### src/hw/rtl/rspe_pkg.sv
package rspe_pkg;

    // Default build: GF(2^8) with up to 32 parity symbols.
    localparam int P_SYMBOL_BITS = 8;
    localparam int P_MAX_PARITY  = 32;

    // Width of the symbol fields on the streaming ports.
    localparam int P_PORT_SYM_W = 8;

    // Depth of the queue between the front and the back end.
    localparam int P_QUEUE_DEPTH = 4;

    // Register reset values.
    localparam int P_FIELD_POLY_RESET = 285;
    localparam int P_CODEWORD_LEN_RESET = 255;
    localparam int P_MESSAGE_LEN_RESET = 223;

    // APB register map, one 32-bit word per register.
    localparam int P_PADDR_W = 4;
    localparam int P_PDATA_W = 32;

    typedef enum logic [1:0] {
        REG_FIELD_POLY   = 2'd0,
        REG_CODEWORD_LEN = 2'd1,
        REG_MESSAGE_LEN  = 2'd2
    } t_rspe_reg;

    typedef struct packed {
        logic [P_PORT_SYM_W-1:0] message_symbol;
    } t_rspe_msg;

    typedef struct packed {
        logic [P_PORT_SYM_W-1:0] code_symbol;
        logic                    is_parity;
        logic                    last;
        logic                    config_error;
    } t_rspe_code;

    // Classified message symbol as it travels from the front to the back end.
    typedef struct packed {
        logic [P_PORT_SYM_W-1:0] symbol;
        logic                    last_msg;
        logic                    cfg_err;
    } t_rspe_item;

endpackage

### src/hw/rtl/rspe_stream_if.sv
interface rspe_msg_if import rspe_pkg::*; ();
    logic      valid;
    logic      ready;
    t_rspe_msg payload;

    modport source (output valid, output payload, input ready);
    modport sink (input valid, input payload, output ready);
endinterface


### src/hw/rtl/rspe_front.sv
module rspe_front import rspe_pkg::*; (
    input  logic                    i_clk,
    input  logic                    i_rst_n,
    input  logic                    i_clear,
    input  logic                    i_busy,
    input  logic                    i_cfg_err,
    input  logic [7:0]              i_message_len,
    rspe_msg_if.sink                i_msg,
    input  logic                    i_queue_full,
    output logic                    o_push,
    output t_rspe_item              o_item
);

    logic [7:0] r_count;
    logic [7:0] n_count;
    logic       w_last_msg;

    assign i_msg.ready = !i_queue_full && !i_busy;
    assign o_push      = i_msg.valid && i_msg.ready;

    // The symbol that brings the count up to k closes the message part.
    assign w_last_msg = ({1'b0, r_count} + 9'd1) >= {1'b0, i_message_len};

    assign o_item.symbol   = i_msg.payload.message_symbol;
    assign o_item.last_msg = w_last_msg && !i_cfg_err;
    assign o_item.cfg_err  = i_cfg_err;

    always_comb begin
        n_count = r_count;
        if (o_push && !i_cfg_err) begin
            n_count = w_last_msg ? 8'd0 : r_count + 8'd1;
        end
    end

    always_ff @(posedge i_clk) begin
        if (!i_rst_n || i_clear) begin
            r_count <= 8'd0;
        end else begin
            r_count <= n_count;
        end
    end

endmodule

### src/flat_wrapper.sv
// flat-port wrapper written by rule: the top's interface ports become plain ports
module rspe_front_flat import rspe_pkg::*;
  (i_clk, i_rst_n, i_clear, i_busy, i_cfg_err, i_message_len, i_queue_full, o_push, o_item, i_msg_valid, i_msg_payload, i_msg_ready);
  rspe_msg_if i_msg_i ();
  input  logic i_clk;
  input  logic i_rst_n;
  input  logic i_clear;
  input  logic i_busy;
  input  logic i_cfg_err;
  input  logic [7:0] i_message_len;
  input  logic i_queue_full;
  output logic o_push;
  output t_rspe_item o_item;
  input wire logic [$bits(i_msg_i.valid)-1:0] i_msg_valid;
  input wire logic [$bits(i_msg_i.payload)-1:0] i_msg_payload;
  output wire logic [$bits(i_msg_i.ready)-1:0] i_msg_ready;
  assign i_msg_i.valid = i_msg_valid;
  assign i_msg_i.payload = i_msg_payload;
  assign i_msg_ready = i_msg_i.ready;
  rspe_front u_core (.i_clk(i_clk), .i_rst_n(i_rst_n), .i_clear(i_clear), .i_busy(i_busy), .i_cfg_err(i_cfg_err), .i_message_len(i_message_len), .i_msg(i_msg_i), .i_queue_full(i_queue_full), .o_push(o_push), .o_item(o_item));
endmodule
### config.mk
export PLATFORM = sky130hd
export DESIGN_NAME = rspe_front_flat
export DESIGN_NICKNAME = d
export VERILOG_FILES = /design/src/hw/rtl/rspe_pkg.sv /design/src/hw/rtl/rspe_stream_if.sv /design/src/hw/rtl/rspe_front.sv /design/src/flat_wrapper.sv
export SDC_FILE = /design/constraint.sdc
export NUM_CORES = 1
export LEC_CHECK = 0
export BUFFER_PORTS_ARGS = -buffer_cell sky130_fd_sc_hd__clkbuf_2
export CAP_MARGIN = 20
export CELL_PAD_IN_SITES_DETAIL_PLACEMENT = 0
export CELL_PAD_IN_SITES_GLOBAL_PLACEMENT = 1
export CORE_MARGIN = 3
export CORE_UTILIZATION = 32
export DETAILED_ROUTE_END_ITERATION = 8
export PLACE_DENSITY = 0.9
export SYNTH_ARGS = -nofsm -noshare
export SYNTH_HDL_FRONTEND = slang
export SYNTH_SLANG_ARGS = --single-unit
### constraint.sdc
create_clock -name i_clk -period 3.17 [get_ports i_clk]
set_input_delay 0.1585 -clock i_clk [delete_from_list [all_inputs] [get_ports i_clk]]
set_output_delay 0.1585 -clock i_clk [all_outputs]
set_load 0.05 [all_outputs]
# After elaboration in Yosys (flattened, before gate mapping)
# Cells that the tools add are included.
[word_totals] inputBits=23 out_inout_bits=12 ff_bits=8
[classes] addsub=2 muxes=1 n_lt_le_gt_ge=1 reduce_logical=9
[op_table] operator="adder 8 x 1 -> 9 bit, second input constant" n=1
[op_table] operator="greater-or-equal comparator 9 x 8 -> 1 bit" n=1
[op_table] operator="adder 8 x 1 -> 8 bit, second input constant" n=1
[op_table] operator="2-to-1 mux 8 bit" n=1
[op_table] operator="logical AND 1 bit" n=4
[op_table] operator="zero test 1 bit" n=4
[op_table] operator="logical OR 1 bit" n=1

# Logic depth before layout (Yosys ltp)
# Gate-level depths: netlist of the first run.
[depth] ltp_word=4 mapped_depth=9

# Least setup slack after synthesis of the first run
# OpenSTA, ideal clock, no wires.
[synth_path] path_kind="reg-to-output" startpoint="reg u_core.r_count[0]" endpoint="out o_item[1] (netlist bit)" n_path_buf=0 path_stages_with_launch=8 t_arrival_ns=2.410 path_slack_ns=0.602 required_ns=3.012 path_cell_list="dfxtp_1 ha_1 nand3_4 xnor2_1 ha_1 and3_1 nand4_1 a21oi_1"
[synth_rtl] item="from (decl)" line="rspe_front.sv:14" source="logic [7:0] r_count;"
[synth_rtl] item="from (signal assigned)" line="rspe_front.sv:39" source="r_count <= n_count;"
[synth_rtl] item="to (decl)" line="flat_wrapper.sv:13" source="output t_rspe_item o_item;"

==> reports/metrics.csv, run 1 <==
stage;metric;value;unit
final_layout;layout-drive-gt1-share;25.3;%
setup_path;worstPathMaxFanout;7;
timing;fin_crit;2.85;ns
cts;cts-hold-fix-buffers;0;
setup_path;regToRegSetupSlack;0.65;ns
power;powerDensity;263;mW/mm^2
place;numPortBuffers;18;
cts;cts_post_setup_buffers_inserted;0;
cts;htree_levels;1;
cts;clock-sinks;8;
synth;post_synth_num_cell_types;28;
cts;cts_clk_pin_slew_worst_paths;0.06;ns
final_layout;flow.area_growth_from_synthesis;10.7;%
final_layout;num-fill-cells;233;
synth;number_of_flops_mapped_to_enable_cells_by_yosys;0;
setup_path;crit_required;3.01;ns
grt;antenna_violations_before_repair;0;
synth;syn_avg_cell_area;8.46;sq um
floorplanning;die_width;54.0;um
floorplanning;num_rows;16;
timing;fin_tns_setup;0;ns
place;detailed_place_hpwl;1.20;mm
routing;via_to_cell_ratio;4.87;
synth;synth.ff_latch_count;8;
grt;globalRouteOverflowTotal;0;
cts;cts_tree;done;
synth;synth_flop_cell;dfxtp_1;
hold_path;hold-path-cell-count;3;
timing;tightestPinTransition;0.401;ns
timing;final-setup-viol-count;0;
timing;hold_slack;0.232;ns
routing;routed_wl;1.51;mm
final_layout;reg_top3;u_core.r_count x8;
synth;net_count_of_the_mapped_netlist;119;
final_layout;largest-register;u_core.r_count;
setup_path;crit_path_frequent_cell;ha_1;
synth;synth_top_area_share;21.8;%
synth;async_flop_share;0;%
synth;netlist_top_cells_count;buf_4 (9), ha_1 (9), dfxtp_1 (8);
final_layout;diodes;0;
setup_path;timing.critical_path.arrival;2.69;ns
synth;synth_area_leader_cell;dfxtp_1;
cts;cts_resized;0;
grt;grt_pass1_wl;2.56;mm
place;finalWeightedCongestion;0.792;
routing;via_count;613;
setup_path;worst_path_max_delay_cell;dfxtp_1;
cts;tritoncts.num_buffers;3;
synth;synthesis.yosys.warnings;0;
outcome;run_status;complete, no violations;
setup_path;cp_cell_sequence;ha_1 -> nand3_1 -> xnor2_1 -> ha_1 -> a21o_1 -> a221oi_1 -> o21a_4 -> a21oi_1 -> clkbuf_2;
floorplanning;coreArea;0.00206;sq mm
setup_path;cp-start-kind;flop;
synth;total_standard_cell_area_after_synthesis;736;sq um
routing;drt_iter0_markers;10;
hold_path;holdCritPathClass;input pin to flop;
floorplanning;floorplan.die.height;54.0;um
cts;maximum_clock_path_buffer_count;2;
synth;netlist_top_cells_area;dfxtp_1 (22%), ha_1 (15%), buf_4 (9.2%);
grt;first_global_vias;596;
routing;number_of_iterations_in_the_first_detailed_routing_pass;4;
power;leakage;0.406;nW
power;vdd_drop_max;0.212;mV
setup_path;worstSetupEndpointType;primary output;
timing;setup_repair_after_global_routing_missed_its_margin;no;
cts;clk_root_buffer_cell;clkbuf_4;
timing;slew_margin_rel;73.2;%
timing;clock-skew-final;0.000335;ns
final_layout;largest_reg_flops;8;
grt;largest_net_degree_at_the_start_of_global_routing;9;
floorplanning;fp.dieArea;0.00291;sq mm
timing;final.period_utilization;89.9;%
floorplanning;start_util;35.7;%
setup_path;worst_reg_to_reg_path_cell_count;9;
setup_path;timing_worst_setup_path_type;flop to primary output;
final_layout;design.final.nets;133;
timing;final_hold_viol_count;0;
synth;postSynthCellCount;87;
routing;antenna_left;0;
flow_run;cap_violations;0;
synth;yosysSeqAreaShare;21.8;%
grt;grtUsageTotal;12.1;%
cts;worstSkewPairLatency;0.26;ns
routing;remaining_drc_errors;0;
routing;post_drt_wl_per_cell;11.9;um
timing;timing.final.max_slew_violations;0;
setup_path;worst_path_largest_cell_delay;0.44;ns
floorplanning;io-pin-count;35;
timing;timing.fmax;351;MHz
-- critical path, delay by kind of cell, from the launching register on --
family                   cells  cell delay [ns]
AO/OA/AOI/OAI                4             0.79
adder cells (fa/ha/maj)      2             0.62
flip-flops                   1             0.44
buffers and inverters        1             0.24
XOR/XNOR                     1             0.20
AND/OR/NAND/NOR              1             0.13
-- stage by stage --
| step | std cells | worst slack [ns] | area, sq um | utilization (%) | total power [mW] |
|---|---|---|---|---|---|
| 6_report | 126 | 0.321 | 815 | 39.5 | 0.214 |
| 5_1_grt | 126 | 0.106 | 815 | 39.5 | 0.223 |
| 4_1_cts | 126 | 0.308 | 815 | 39.5 | 0.218 |
| 3_5_place_dp | 123 | 0.601 | 792 | 38.4 | 0.134 |
| 3_3_place_gp | 123 | 0.650 | 792 | 38.4 | 0.133 |
| 2_1_floorplan | 87 | 0.602 | 736 | - | 0.148 |
-- area by class of cell --
cell class	count	area (sq um)	share of cell area, %
clock buffer	3	22.5	2.76
tap	27	33.8	4.15
multi-input combinational	63	482	59.1
timing repair buffer	18	90.1	11.1
inverter	7	26.3	3.23
sequential	8	160	19.7
-- placed cells by master (no fill, tap or decap), types with 3 or more instances in the layout --
master	netlist	final
clkbuf_2	0	18
ha_1	9	9
dfxtp_1	8	8
inv_1	7	7
nand2_1	6	6
nand3_1	5	5
xnor2_1	4	4
nor2b_1	4	4
a21oi_1	4	4
a22o_1	4	4
and3_1	3	3
clkbuf_4	0	3
-- final timing paths --
kind                             to         startpoint
setup / recovery          o_item[1]  u_core.r_count[0]
hold / removal    u_core.r_count[5]            i_rst_n
setup reg to reg  u_core.r_count[7]  u_core.r_count[0]
hold reg to reg   u_core.r_count[4]  u_core.r_count[4]
-- cells by family after synthesis --
logic type,share of synthesized area (%)
buf+inv,12.8
compound gates,17.0
simple gates,26.0
flops,21.8
fa+ha+maj,15.3
xor+xnor,7.14
-- power by group --
| part | internal [mW] | switching [mW] |
|---|---|---|
| Combinational | 0.0121 | 0.0180 |
| Sequential | 0.101 | 0.000338 |
| Clock | 0.0437 | 0.0393 |
| Total | 0.156 | 0.0576 |
-- per-layer routing --
metal  track usage, %  wire (um)  vias up
met5                0          0        -
met1             15.3        755      261
met4             2.98          5        0
li1                 -          -      327
met3             4.16        128        2
met2             19.6        615       23
Note: power is estimated with default switching activity, not from simulation.
==> run 2: changes to the inputs <==
--- a/config.mk
+++ b/config.mk
@@ -6,11 +6,12 @@
 export NUM_CORES = 1
 export LEC_CHECK = 0
 export BUFFER_PORTS_ARGS = -buffer_cell sky130_fd_sc_hd__clkbuf_2
-export CAP_MARGIN = 20
+export CAP_MARGIN = 30
 export CELL_PAD_IN_SITES_DETAIL_PLACEMENT = 0
 export CELL_PAD_IN_SITES_GLOBAL_PLACEMENT = 1
 export CORE_MARGIN = 3
 export CORE_UTILIZATION = 32
+export CTS_BUF_LIST = sky130_fd_sc_hd__clkbuf_16
 export DETAILED_ROUTE_END_ITERATION = 8
 export PLACE_DENSITY = 0.9
 export SYNTH_ARGS = -nofsm -noshare
==> reports/metrics.csv, run 2 (same netlist as run 1, synthesis figures left out) <==
stage;metric;value;unit
setup_path;worst_path_max_delay_cell;dfxtp_1;
timing;clock-skew-final;0.00495;ns
floorplanning;num_rows;16;
final_layout;final-seq-area;160;sq um
setup_path;regToRegStartpoint;u_core.r_count[0];
grt;grtUsageTotal;13.2;%
setup_path;worstSetupEndpointType;primary output;
grt;global_route.usage.met1;15.2;%
timing;final_hold_viol_count;0;
grt;met2_layer_usage_reported_by_global_route;19.8;%
grt;first_global_vias;601;
setup_path;worstPathMaxFanout;7;
timing;tightestPinTransition;0.400;ns
timing;final.period_utilization;88.6;%
grt;globalRouteOverflowTotal;0;
grt;global_route.peak_usage_layer;met2;
power;netSwitchingPower;69.6;uW
final_layout;flow.area_growth_from_synthesis;17.9;%
routing;post_drt_wl_per_cell;12.2;um
routing;via_to_cell_ratio;4.95;
setup_path;cp_cell_sequence;ha_1 -> nand3_1 -> xnor2_1 -> ha_1 -> a21o_1 -> a221oi_1 -> o21a_4 -> a21oi_1 -> clkbuf_2;
final_layout;layout-drive-gt1-share;25.3;%
place;detailed_place_hpwl;1.20;mm
cts;htree_levels;1;
place;numPortBuffers;18;
power;leakage;0.429;nW
grt;grt_pass1_wl;2.62;mm
final_layout;largest-register;u_core.r_count;
routing;via_count;624;
final_layout;mostFrequentLayoutCells;clkbuf_2 (18), ha_1 (9), dfxtp_1 (8);
power;power.share.sequential;29.4;%
power;p_int;276;uW
routing;antenna_left;0;
floorplanning;coreArea;0.00206;sq mm
timing;final-setup-viol-count;0;
floorplanning;floorplan.die.height;54.0;um
floorplanning;die_width;54.0;um
final_layout;reg_top3;u_core.r_count x8;
final_layout;mostFrequentLayoutCell;clkbuf_2;
setup_path;cp-start-kind;flop;
timing;fin_tns_setup;0;ns
final_layout;multi_input_logic_area;482;sq um
setup_path;crit_required;3.01;ns
setup_path;worst_path_largest_cell_delay;0.43;ns
place;finalWeightedCongestion;0.792;
flow_run;cap_violations;0;
routing;remaining_drc_errors;0;
floorplanning;start_util;35.7;%
timing;setup_repair_after_global_routing_missed_its_margin;no;
cts;clk_root_buffer_cell;clkbuf_16;
timing;timing.final.max_slew_violations;0;
setup_path;rr_endpoint;u_core.r_count[7];
setup_path;regToRegSetupSlack;0.66;ns
setup_path;timing_worst_setup_path_type;flop to primary output;
timing;timing.fmax;356;MHz
power;comb_power_share;8.7;%
timing;fin_ws;0.361;ns
cts;clock-sinks;8;
cts;worstSkewPairLatency;0.23;ns
final_layout;num-fill-cells;224;
routing;routed_wl;1.54;mm
outcome;run_status;complete, no violations;
routing;number_of_iterations_in_the_first_detailed_routing_pass;4;
power;power_frac_clock;61.9;%
grt;largest_net_degree_at_the_start_of_global_routing;9;
grt;antenna_violations_before_repair;0;
cts;cts_clk_pin_slew_worst_paths;0.04;ns
routing;drt_iter0_markers;8;
place;placement.setup.worst_slack;0.601;ns
power;powerDensity;399;mW/mm^2
cts;maximum_clock_path_buffer_count;2;
timing;slew_margin_rel;73.3;%
setup_path;timing.critical_path.arrival;2.65;ns
power;vdd_drop_max;0.419;mV
timing;fin_crit;2.81;ns
cts;cts-hold-fix-buffers;0;
floorplanning;fp.dieArea;0.00291;sq mm
power;sw_frac_of_total;20.1;%
final_layout;largest_reg_flops;8;
cts;cts_post_setup_buffers_inserted;0;
cts;cts_tree;done;
setup_path;setup.worst_path.end;o_item[1];
cts;cts_resized;0;
setup_path;worst_reg_to_reg_path_cell_count;9;
setup_path;crit_path_frequent_cell;ha_1;
floorplanning;io-pin-count;35;
grt;global_route_track_usage_on_met3;4.99;%
hold_path;holdCritPathClass;input pin to flop;
setup_path;setup.worst_path.start;u_core.r_count[0];
final_layout;diodes;0;
final_layout;design.final.nets;133;
cts;tritoncts.num_buffers;3;
[run 2: changes by cell type in the layout (fill, tap and decap cells not counted)]
cell / before / now
clkbuf_16: 0 / 3
clkbuf_4: 3 / 0
[run 2: routing by layer]
layer	routed length [um]	vias to the layer above
met5	0	-
met4	34	0
met3	116	6
met2	631	24
met1	752	266
li1	-	328
[run 2: metrics by stage]
step | instances | power [mW] | area, sq um | hold WS, ns | util, %
floorplan | 87 | 0.148 | 736 | 0.375 | -
global placement | 123 | 0.133 | 792 | 0.317 | 38.4
detailed placement | 123 | 0.134 | 792 | 0.317 | 38.4
CTS | 126 | 0.353 | 867 | 0.264 | 42.1
global route | 126 | 0.358 | 867 | 0.316 | 42.1
finish | 126 | 0.346 | 867 | 0.262 | 42.1
[run 2: worst max-delay path: cells and delay by family, from the launching register on]
kind	cells	cell delay, ns
AOI/OAI and AO/OA	4	0.79
adders and majority gates	2	0.62
DFF	1	0.43
buffers and inverters	1	0.24
xor gates and xnor gates	1	0.20
and+or+nand+nor	1	0.13
[run 2: worst min path at each step]
stage / endpoint / cells past startpoint / startpoint
floorplan: u_core.r_count[2] / 2 / i_rst_n
global placement: o_item[8] / 0 / i_msg_payload[6]
detailed placement: o_item[8] / 0 / i_msg_payload[6]
CTS: u_core.r_count[2] / 3 / i_rst_n
global route: u_core.r_count[5] / 3 / i_rst_n
finish: u_core.r_count[2] / 3 / i_rst_n
[run 2: power groups by stage]
| stage | Combinational (mW) | Sequential (mW) | Clock, mW |
|---|---|---|---|
| 6_report | 0.0301 | 0.102 | 0.214 |
| 3_3_place_gp | 0.0295 | 0.103 | 0 |
| 3_5_place_dp | 0.0303 | 0.103 | 0 |
| 5_1_grt | 0.0339 | 0.102 | 0.223 |
| 2_1_floorplan | 0.0453 | 0.103 | 0 |
| 4_1_cts | 0.0305 | 0.102 | 0.221 |
[run 2: layout make-up]
type	count	area share [%]
Timing Repair Buffer	18	10.4
Sequential cell	8	18.5
Inverter	7	3.03
Clock buffer	3	8.66
Multi-Input combinational cell	63	55.6
Tap cell	27	3.90
