$ cat config.mk
export PLATFORM = sky130hd
export DESIGN_NAME = rspe_queue
export DESIGN_NICKNAME = d
export VERILOG_FILES = /design/src/hw/rtl/rspe_pkg.sv /design/src/hw/rtl/rspe_queue.sv
export SDC_FILE = /design/constraint.sdc
export NUM_CORES = 1
export LEC_CHECK = 0
export BUFFER_PORTS_ARGS = -buffer_cell sky130_fd_sc_hd__clkbuf_2
export CORE_UTILIZATION = 28
export CTS_CLUSTER_SIZE = 40
export DETAILED_ROUTE_END_ITERATION = 8
export GPL_TIMING_DRIVEN = 0
export PLACE_DENSITY = 0.56
export SLEW_MARGIN = 30
export SYNTH_ARGS = -nofsm -noshare
export SYNTH_HDL_FRONTEND = slang
export SYNTH_SLANG_ARGS = --single-unit
export TNS_END_PERCENT = 50
$ cat constraint.sdc
create_clock -name i_clk -period 1.9 [get_ports i_clk]
set_clock_uncertainty 0.2 [all_clocks]
set_input_delay 0.38 -clock i_clk [delete_from_list [all_inputs] [get_ports i_clk]]
set_output_delay 0.38 -clock i_clk [all_outputs]
set_load 0.005 [all_outputs]
$ cat src/hw/rtl/rspe_pkg.sv
package rspe_pkg;

    // Default build: GF(2^8) with up to 32 parity symbols.
    localparam int P_SYMBOL_BITS = 8;
    localparam int P_MAX_PARITY  = 32;

    // Width of the symbol fields on the streaming ports.
    localparam int P_PORT_SYM_W = 8;

    // Depth of the queue between the front and the back end.
    localparam int P_QUEUE_DEPTH = 4;

    // Register reset values.
    localparam int P_FIELD_POLY_RESET = 285;
    localparam int P_CODEWORD_LEN_RESET = 255;
    localparam int P_MESSAGE_LEN_RESET = 223;

    // APB register map, one 32-bit word per register.
    localparam int P_PADDR_W = 4;
    localparam int P_PDATA_W = 32;

    typedef enum logic [1:0] {
        REG_FIELD_POLY   = 2'd0,
        REG_CODEWORD_LEN = 2'd1,
        REG_MESSAGE_LEN  = 2'd2
    } t_rspe_reg;

    typedef struct packed {
        logic [P_PORT_SYM_W-1:0] message_symbol;
    } t_rspe_msg;

    typedef struct packed {
        logic [P_PORT_SYM_W-1:0] code_symbol;
        logic                    is_parity;
        logic                    last;
        logic                    config_error;
    } t_rspe_code;

    // Classified message symbol as it travels from the front to the back end.
    typedef struct packed {
        logic [P_PORT_SYM_W-1:0] symbol;
        logic                    last_msg;
        logic                    cfg_err;
    } t_rspe_item;

endpackage

$ cat src/hw/rtl/rspe_queue.sv
module rspe_queue import rspe_pkg::*; (
    input  logic       i_clk,
    input  logic       i_rst_n,
    input  logic       i_flush,
    input  logic       i_push,
    input  t_rspe_item i_item,
    output logic       o_full,
    input  logic       i_pop,
    output logic       o_valid,
    output t_rspe_item o_item
);

    localparam int DEPTH = P_QUEUE_DEPTH;
    localparam int AW = (DEPTH > 1) ? $clog2(DEPTH) : 1;
    localparam int CW = $clog2(DEPTH + 1);

    t_rspe_item r_mem [DEPTH];
    logic [AW-1:0] r_wr;
    logic [AW-1:0] r_rd;
    logic [CW-1:0] r_count;

    assign o_full  = (r_count == CW'(DEPTH));
    assign o_valid = (r_count != '0);
    assign o_item  = r_mem[r_rd];

    always_ff @(posedge i_clk) begin
        if (i_push) begin
            r_mem[r_wr] <= i_item;
        end
    end

    always_ff @(posedge i_clk) begin
        if (!i_rst_n || i_flush) begin
            r_wr    <= '0;
            r_rd    <= '0;
            r_count <= '0;
        end else begin
            if (i_push) begin
                r_wr <= (r_wr == AW'(DEPTH - 1)) ? '0 : r_wr + 1'b1;
            end
            if (i_pop) begin
                r_rd <= (r_rd == AW'(DEPTH - 1)) ? '0 : r_rd + 1'b1;
            end
            if (i_push && !i_pop) begin
                r_count <= r_count + 1'b1;
            end else if (!i_push && i_pop) begin
                r_count <= r_count - 1'b1;
            end
        end
    end

endmodule

* Yosys cells after proc, flatten, opt, wreduce, memory -nomap -nowiden *
Memory sizes are Yosys's and may differ from the RTL's. A register that Yosys moved wholly into a read port is not among the register bits.
Index checks and enable logic that the tools add are counted.

word-level totals
  bits in registers = 7
  memory bits (writable) = 40
  input bits = 15
  word-level logic and storage cells = 27
  memories kept = 1

memories
  memory  depth  width  read ports  clocked after memory_dff  wr ports  RTL line          source
  r_mem   4      10     1           1                         1         rspe_queue.sv:17  t_rspe_item r_mem [DEPTH];

cells by class
  add/sub/neg operators = 4
  equal/unequal tests = 3
  multiplexer cells = 8
  reduce and logical (&&, ||, !) cells = 8

operators by type and width
  kind                                               number
  two-way mux 2 bit                                  4
  two-way mux 3 bit                                  2
  adder 2 x 1 -> 2 bit (second input constant)       2
  equality test 2 bit (second input constant)        2
  adder 3 x 1 -> 3 bit (second input constant)       1
  equality test 3 bit (second input constant)        1
  zero test 1 bit                                    3
  nonzero test 3 bit                                 1
  subtractor 3 x 1 -> 3 bit (second input constant)  1
  logical AND 1 bit                                  2
  two-way mux 1 bit                                  2
  nonzero test 2 bit                                 1
  logical OR 1 bit                                   1

* Logic depth before layout (Yosys ltp) *
Gate-level depths: netlist of run 1.

  word-level depth = 4
  depth in mapped cells = 7
  gate-level depth less buffers = 7

* Worst setup path before layout of run 1 *
No wires, ideal clock.

  path kind = input -> register
  start = input i_pop
  end = register r_count[2]
  arrival = 1.572 ns
  required time = 1.630 ns
  setup slack = 0.058 ns
  stages on the path = 7
  path through = inv_1 > ha_1 > inv_1 > fa_1 > xor2_1 > or3_1 > a21oi_1

between the ends
  cells in the longest elaborated chain, start to end = 3
  elaborated cells on any way between the ends = 5
  classes of those cells = mux: 1; reduce/logical: 4

ends and longest elaborated chain
  item                                                     RTL line          source
  start: declaration                                       rspe_queue.sv:8   input logic i_pop,
  zero test 1 bit                                          rspe_queue.sv:44  if (i_push && !i_pop) begin
  logical AND 1 bit                                        rspe_queue.sv:44
  two-way mux 3 bit or nonzero test 2 bit (tied branches)  -
  end signal: assignment                                   rspe_queue.sv:45  r_count <= r_count + 1'b1;
  end signal: assignment                                   rspe_queue.sv:47  r_count <= r_count - 1'b1;
  end: declaration                                         rspe_queue.sv:20  logic [CW-1:0] r_count;

Parallel ways exist; a longest one is shown, timed or not.
A chain may end at the register's enable or synchronous reset.

==> metrics.md, run 1 <==
| Metric | Value |
|---|---|
| Initial antenna violation count | `0` |
| Total Wirelength | `between 3 and 4 mm` |
| Largest net degree at the start of global routing | `16` |
| CP Capture Type | `primary output` |
| Drt pass-1 iters | `6` |
| RR Startpoint | `r_count[0]$_SDFFE_PP0P_` |
| Gate Count Post-Synth | `97` |
| Crit path max-delay family | `multiplexers` |
| GPL Wtd Cong | `approximately 0.66` |
| Starting Density | `29.4%` |
| Unrepaired setup endpoints after global routing | `true` |
| Crit-path cells | `buf_12, mux4_2, clkbuf_2` |
| First-pass GRT wire length | `4.97 mm` |
| Worst vdd ir | `0.332 mV` |
| R2R Setup Slk | `0.20 ns` |
| Critical Path Start Type | `flip-flop` |
| FILL cells | `just over 600` |
| Final #Nets | `153` |
| Placed Cells | `200` |
| Setup violators final | `10` |
| Crit path time final | `2.03 ns` |
| FF-to-FF path depth | `4` |
| CTS root buffer | `clkbuf_8` |
| Overall Global Routing Usage | `around a tenth` |
| Seq/Total Area, Yosys | `73.1%` |
| Post-layout instance area | `2240 µm²` |
| Fin. max-slew vios | `0` |
| Outcome | `complete, but fails checks` |
| Area contributors post-synth | `edfxtp_1 64%, mux4_2 12%, dfxtp_1 9.5%` |
| Post-Layout Cell Count | `209` |
| Crit Reg-Reg Endpoint | `r_count[2]$_SDFFE_PP0P_` |
| Max-cap viol count | `0` |
| Placement Cell Area | `2120 µm²` |
| Final Cycle Share | `107%` |
| DR DRC count | `4` |
| Antenna cells | `0` |
| Clock transition at path regs | `roughly 0.08 ns` |
| Vias | `944` |
| Netlist cell types | `17` |
| Violated checks | `DRC, setup timing` |
| Post-DP HPWL | `just over 2 mm` |
| Initial drt markers | `67` |
| DR WL/cell | `between 10 and 15 µm` |
| CTS H-tree depth | `2` |
| Worst min path class | `input port to flip-flop` |
| Req. time, crit path | `between 1 and 1.5 ns` |
| I/O Pins | `27` |
| Max incr delay on CP | `0.48 ns` |
| DIE HEIGHT | `84.2 µm` |
| Avg Synthesized Cell Area | `slightly below 20 µm²` |
| Slowest-stage cell, CP | `mux4_2` |
| Post-CTS Setup Inserts | `0` |
| Die Wd | `about 84 µm` |
| Crit Path Category | `flip-flop to primary output` |
| Fraction of layout cells with a size suffix above 1 | `35.6%` |
| Rows | `29` |
| Yosys top cell by area | `edfxtp_1` |
| Leakage | `0.813 nW` |
| Hold Path End | `r_mem[0][0]$_DFFE_PP_` |
| Syn Std Cell Area | `1890 µm²` |
| TritonCTS sink count | `49` |
| Min-delay src | `i_item[0]` |
| Final ANT Viol Nets | `0` |
| Flop and latch count out of synthesis | `49` |
| Area growth syn-to-layout | `18.7%` |
| Pwr dens | `859 nW/µm²` |
| Maximum fanout along the worst path | `5` |
| Fmax | `493 MHz` |
| Port bufs | `26` |
| Area of the multi-input gates | `478 µm²` |
| Worst slew pin tran | `0.573 ns` |
| Synth warn | `0` |
| Cts bufs inserted | `5` |
| Final Hold Fails | `0` |
| Register area | `approximately 1400 µm²` |
| Setup ws final | `-0.129 ns` |
| Slew margin rel. | `around three fifths` |
| Synth top area share | `63.5%` |
| Clock Path Buffers | `2` |
| Post-Syn Nets | `119` |
| Worst hold path depth | `1` |
| Worst skew pair latency | `between 0.2 and 0.3 ns` |
| Final design utilization | `34.9%` |
| Full die area | `7080 µm²` |
| CTS tree | `yes` |
| CORE AREA | `around 6400 µm²` |
| Hold-fix buffers at CTS | `0` |
| Total congestion overflow | `0` |
| Number of global-route vias before repair | `between 1000 and 1500` |
| WP buf/inv | `2` |
| Routed vias/inst | `4.52` |
| Hold_ws | `0.101 ns` |
| WP data arrival | `1.45 ns` |
-- final cells by class --
type / count / area share [%]
repair buffers: 27 / 7.03
plain buffers: 2 / 1.12
multi-input cells: 42 / 21.3
clock buffers: 5 / 3.07
inverters: 4 / 0.669
flip-flops and latches: 49 / 61.7
clock inverters: 3 / 0.781
well taps: 77 / 4.29
-- worst max-delay path by stage --
stage	slack [ns]	cells past startpoint	end	start
CTS	-0.15	3	o_item[6]	flip-flop
global route	-0.19	3	o_item[9]	flip-flop
finish	-0.13	3	o_item[9]	flip-flop
detailed placement	-0.20	7	r_count[2]$_SDFFE_PP0P_	i_push
floorplan	0.06	7	r_count[2]$_SDFFE_PP0P_	i_pop
global placement	-0.11	8	r_count[2]$_SDFFE_PP0P_	i_pop
-- placed cells by master, fill, tap and decap left out, types with 4 or more instances in the layout --
cell / instances
dfxtp_1: 8
clkbuf_8: 5
and2_1: 4
clkbuf_2: 27
mux2i_1: 4
inv_1: 4
edfxtp_1: 40
mux4_2: 10
ha_1: 6
nor2_1: 7
-- logic make-up (layout without fill, tap and decap cells) --
group	count (synthesis)	after routing	share of synthesized area [%]
DFF	49	49	73.1
and+or+nand+nor	16	16	4.50
muxes	14	14	14.0
adders and majority gates	7	7	5.03
buffers and inverters	6	41	1.65
AOI/OAI and AO/OA	3	3	0.794
xor gates and xnor gates	2	2	0.927
-- registers in the layout (all words and copies together), names as in the netlist, named ones only --
register	count
r_rd	2
r_count	3
r_wr	2
r_mem	40
-- power breakdown --
group	total (W)	internal (W)	switching (W)
Combinational	0.000149	0.0000788	0.0000706
Clock	0.000575	0.000255	0.000321
Sequential	0.00120	0.00119	0.0000143
-- through the flow --
step	setup TNS, ns	total power (W)	setup WS, ns
2_1_floorplan	0	0.00130	0.0577
3_3_place_gp	-0.115	0.00136	-0.115
3_5_place_dp	-0.198	0.00137	-0.198
4_1_cts	-1.33	0.00196	-0.152
5_1_grt	-1.56	0.00200	-0.189
6_report	-1.07	0.00193	-0.129
-- timing repair --
action | 4_1_cts | 5_1_grt
gates resized for setup | 5 | 0
cloned | 1 | 0
endpoints found under the setup margin | 10 | 10
-- layer usage --
| layer | up-vias | GRT usage, % | routed length (µm) | share of wire, % |
|---|---|---|---|---|
| met5 | - | 0 | 0 | 0 |
| met4 | 0 | 5.02 | 42 | 1.4 |
| met3 | 7 | 3.05 | 195 | 6.3 |
| met2 | 28 | 16.8 | 1560 | 50 |
| met1 | 469 | 10.5 | 1290 | 42 |
| li1 | 440 | - | - | - |
-- synth_stat cells --
| master | n |
|---|---|
| inv_1 | 4 |
| or3_1 | 2 |
| clkbuf_2 | 1 |
| nand2b_1 | 1 |
| mux2i_1 | 4 |
| nor3b_1 | 2 |
| a21oi_1 | 2 |
| dfxtp_1 | 9 |
| mux4_2 | 10 |
| o21ai_0 | 1 |
| nor2_1 | 7 |
| ha_1 | 6 |
| buf_6 | 1 |
| fa_1 | 1 |
| edfxtp_1 | 40 |
| xor2_1 | 2 |
| and2_1 | 4 |
No activity file was read; power rests on OpenSTA's default activity.
==> run 2: changes to the inputs <==
Settings changed: CORE_MARGIN set to 4.
==> run 2 against run 1 <==
Compared with the run above: the run ends with setup timing left; register-to-register slack got worse by 0.08 ns; cell count did not move; clock power is 1% lower; critical path depth is the same.
==> metrics.md, run 2 (synthesis gave the netlist of run 1 again) <==
| Metric | Value |
|---|---|
| Crit path time final | `2.04 ns (+0.0107 ns)` |
| Placed Cells | `200 (unchanged)` |
| CTS tree | `yes` |
| Crit-path cells | `buf_8, mux4_2, clkbuf_2` |
| Top flop regs | `r_mem (40), r_count (3)` |
| Worst min path class | `input port to flip-flop` |
| Final ANT Viol Nets | `0 (unchanged)` |
| Initial drt markers | `27 (-60%)` |
| Violated checks | `setup timing` |
| Vias | `954 (+1.1%)` |
| Fraction of layout cells with a size suffix above 1 | `35.6% (unchanged)` |
| CTS H-tree depth | `2 (unchanged)` |
| Most common cell after layout, fill and taps aside | `edfxtp_1` |
| TritonCTS sink count | `49 (unchanged)` |
| Routed vias/inst | `4.56 (+1.1%)` |
| Hold-fix buffers at CTS | `0 (unchanged)` |
| Worst slew pin tran | `0.541 ns (-0.0319 ns)` |
| First-pass GRT wire length | `5.26 mm (+5.8%)` |
| Slew margin rel. | `64.0% (+2.1 points)` |
| Most frequent cells in the layout | `40 x edfxtp_1, 27 x clkbuf_2, 10 x mux4_2, 8 x dfxtp_1, 7 x nor2_1` |
| Req. time, crit path | `1.32 ns (about the same)` |
| Most flops, register | `r_mem` |
| Total congestion overflow | `0 (unchanged)` |
| Worst skew pair latency | `0.29 ns (about the same)` |
| Antenna cells | `0 (unchanged)` |
| Starting Density | `29.3% (-0.17 points)` |
| CTS root buffer | `clkbuf_8` |
| Post-Layout Cell Count | `209 (unchanged)` |
| Final Hold Fails | `0 (unchanged)` |
| Max reg flops | `40 (unchanged)` |
| Die Wd | `90.2 µm (+7.1%)` |
| Final #Nets | `153 (unchanged)` |
| CORE AREA | `6460 µm² (+0.56%)` |
| Placement Cell Area | `2120 µm² (unchanged)` |
| Clock Path Buffers | `2 (unchanged)` |
| Cts bufs inserted | `5 (unchanged)` |
| Crit path max-delay family | `multiplexers` |
| Initial antenna violation count | `0 (unchanged)` |
| I/O Pins | `27 (unchanged)` |
| Clock transition at path regs | `0.08 ns (about the same)` |
| Pwr dens | `859 nW/µm² (about the same)` |
| DR DRC count | `0 (-4)` |
| Worst vdd ir | `0.317 mV (-4.8%)` |
| Outcome | `complete, but fails checks` |
| WP data arrival | `1.46 ns (about the same)` |
| WP buf/inv | `2 (unchanged)` |
| Leakage | `0.812 nW (-0.15%)` |
| Max incr delay on CP | `0.51 ns (+0.03 ns)` |
| Number of global-route vias before repair | `1068 (+1.0%)` |
| GPL Wtd Cong | `0.653 (-0.44%)` |
| Fin. max-slew vios | `0 (unchanged)` |
| Setup ws final | `-0.140 ns (-0.0107 ns)` |
| Port bufs | `26 (unchanged)` |
| Maximum fanout along the worst path | `5 (unchanged)` |
| DR WL/cell | `15.0 µm (+1.5%)` |
| Total Wirelength | `3.13 mm (+1.5%)` |
| Critical Path Start Type | `flip-flop` |
| Final Cycle Share | `107% (+0.56 points)` |
| Drt pass-1 iters | `4 (-2)` |
| Unrepaired setup endpoints after global routing | `true` |
| Max-cap viol count | `0 (unchanged)` |
| Overall Global Routing Usage | `8.51% (-1.1 points)` |
| Slowest-stage cell, CP | `mux4_2` |
| Fmax | `490 MHz (-0.52%)` |
| Area growth syn-to-layout | `18.4%` |
| Full die area | `8130 µm² (+15%)` |
| Rows | `29 (unchanged)` |
| Post-layout instance area | `2240 µm² (-0.22%)` |
| DIE HEIGHT | `90.2 µm (+7.1%)` |
| Post-DP HPWL | `2.20 mm (+6.4%)` |
| Largest net degree at the start of global routing | `16 (unchanged)` |
| Setup violators final | `10 (unchanged)` |
| CP Capture Type | `primary output` |
| Crit Path Category | `flip-flop to primary output` |
| Setup slack at placement | `-0.251 ns (-0.0530 ns)` |
==> run 2: path summary, 6_finish.rpt <==
check	startpoint	endpoint	slack, ns	cells after the start
worst max-delay path	flip-flop	o_item[5]	-0.14	3
worst min-delay path	i_item[4]	r_mem[1][4]$_DFFE_PP_	0.10	1
worst max register to register	r_count[0]$_SDFFE_PP0P_	r_count[2]$_SDFFE_PP0P_	0.12	4
worst min register to register	r_count[2]$_SDFFE_PP0P_	r_count[2]$_SDFFE_PP0P_	0.36	2
==> run 2: what timing repair did <==
item | 4_1_cts | 5_1_grt
setup buffers | 0 | 0
endpoints found under the hold margin | 0 | 0
cloned | 1 | 0
setup endpoints to repair | 10 | 10
gates resized for setup | 4 | 0
==> run 2: layout make-up <==
class | instances | area (µm²)
fill | 617 | 4220
tap | 77 | 96.3
clock inverter | 3 | 17.5
timing repair buffer | 27 | 158
sequential | 49 | 1390
multi-input combinational | 42 | 478
inverter | 4 | 15.0
buffer | 2 | 20.0
clock buffer | 5 | 68.8
==> run 2: routing by layer <==
| layer | part of all wire (%) | vias to the layer above | track usage, % |
|---|---|---|---|
| li1 | - | 440 | - |
| met1 | 39 | 477 | 9.30 |
| met2 | 51 | 32 | 14.6 |
| met3 | 8.5 | 5 | 3.92 |
| met4 | 1.1 | 0 | 2.93 |
| met5 | 0 | - | 0 |
==> run 2: power breakdown <==
group	switching [W]	internal, W
Combinational	0.0000721	0.0000771
Sequential	0.0000144	0.00119
Clock	0.000315	0.000254
==> run 2: through the flow <==
| step | hold slack (ns) | power, W | TNS (ns) | util [%] |
|---|---|---|---|---|
| after floorplan | 0.261 | 0.00130 | 0 | - |
| after global routing | 0.0885 | 0.00202 | -1.80 | 34.7 |
| final | 0.103 | 0.00192 | -1.13 | 34.7 |
| after CTS | 0.0877 | 0.00196 | -1.42 | 34.7 |
| after detailed placement | 0.311 | 0.00137 | -0.251 | 32.8 |
| after global placement | 0.271 | 0.00136 | -0.113 | 32.8 |
==> run 2: worst register-to-register path, delay by kind of cell, from the launching register on <==
family | cells | cell delay [ns]
AO/OA/AOI/OAI | 1 | 0.20
XOR/XNOR | 1 | 0.17
adder cells (fa/ha/maj) | 1 | 0.44
flip-flops | 1 | 0.36
AND/OR/NAND/NOR | 1 | 0.34
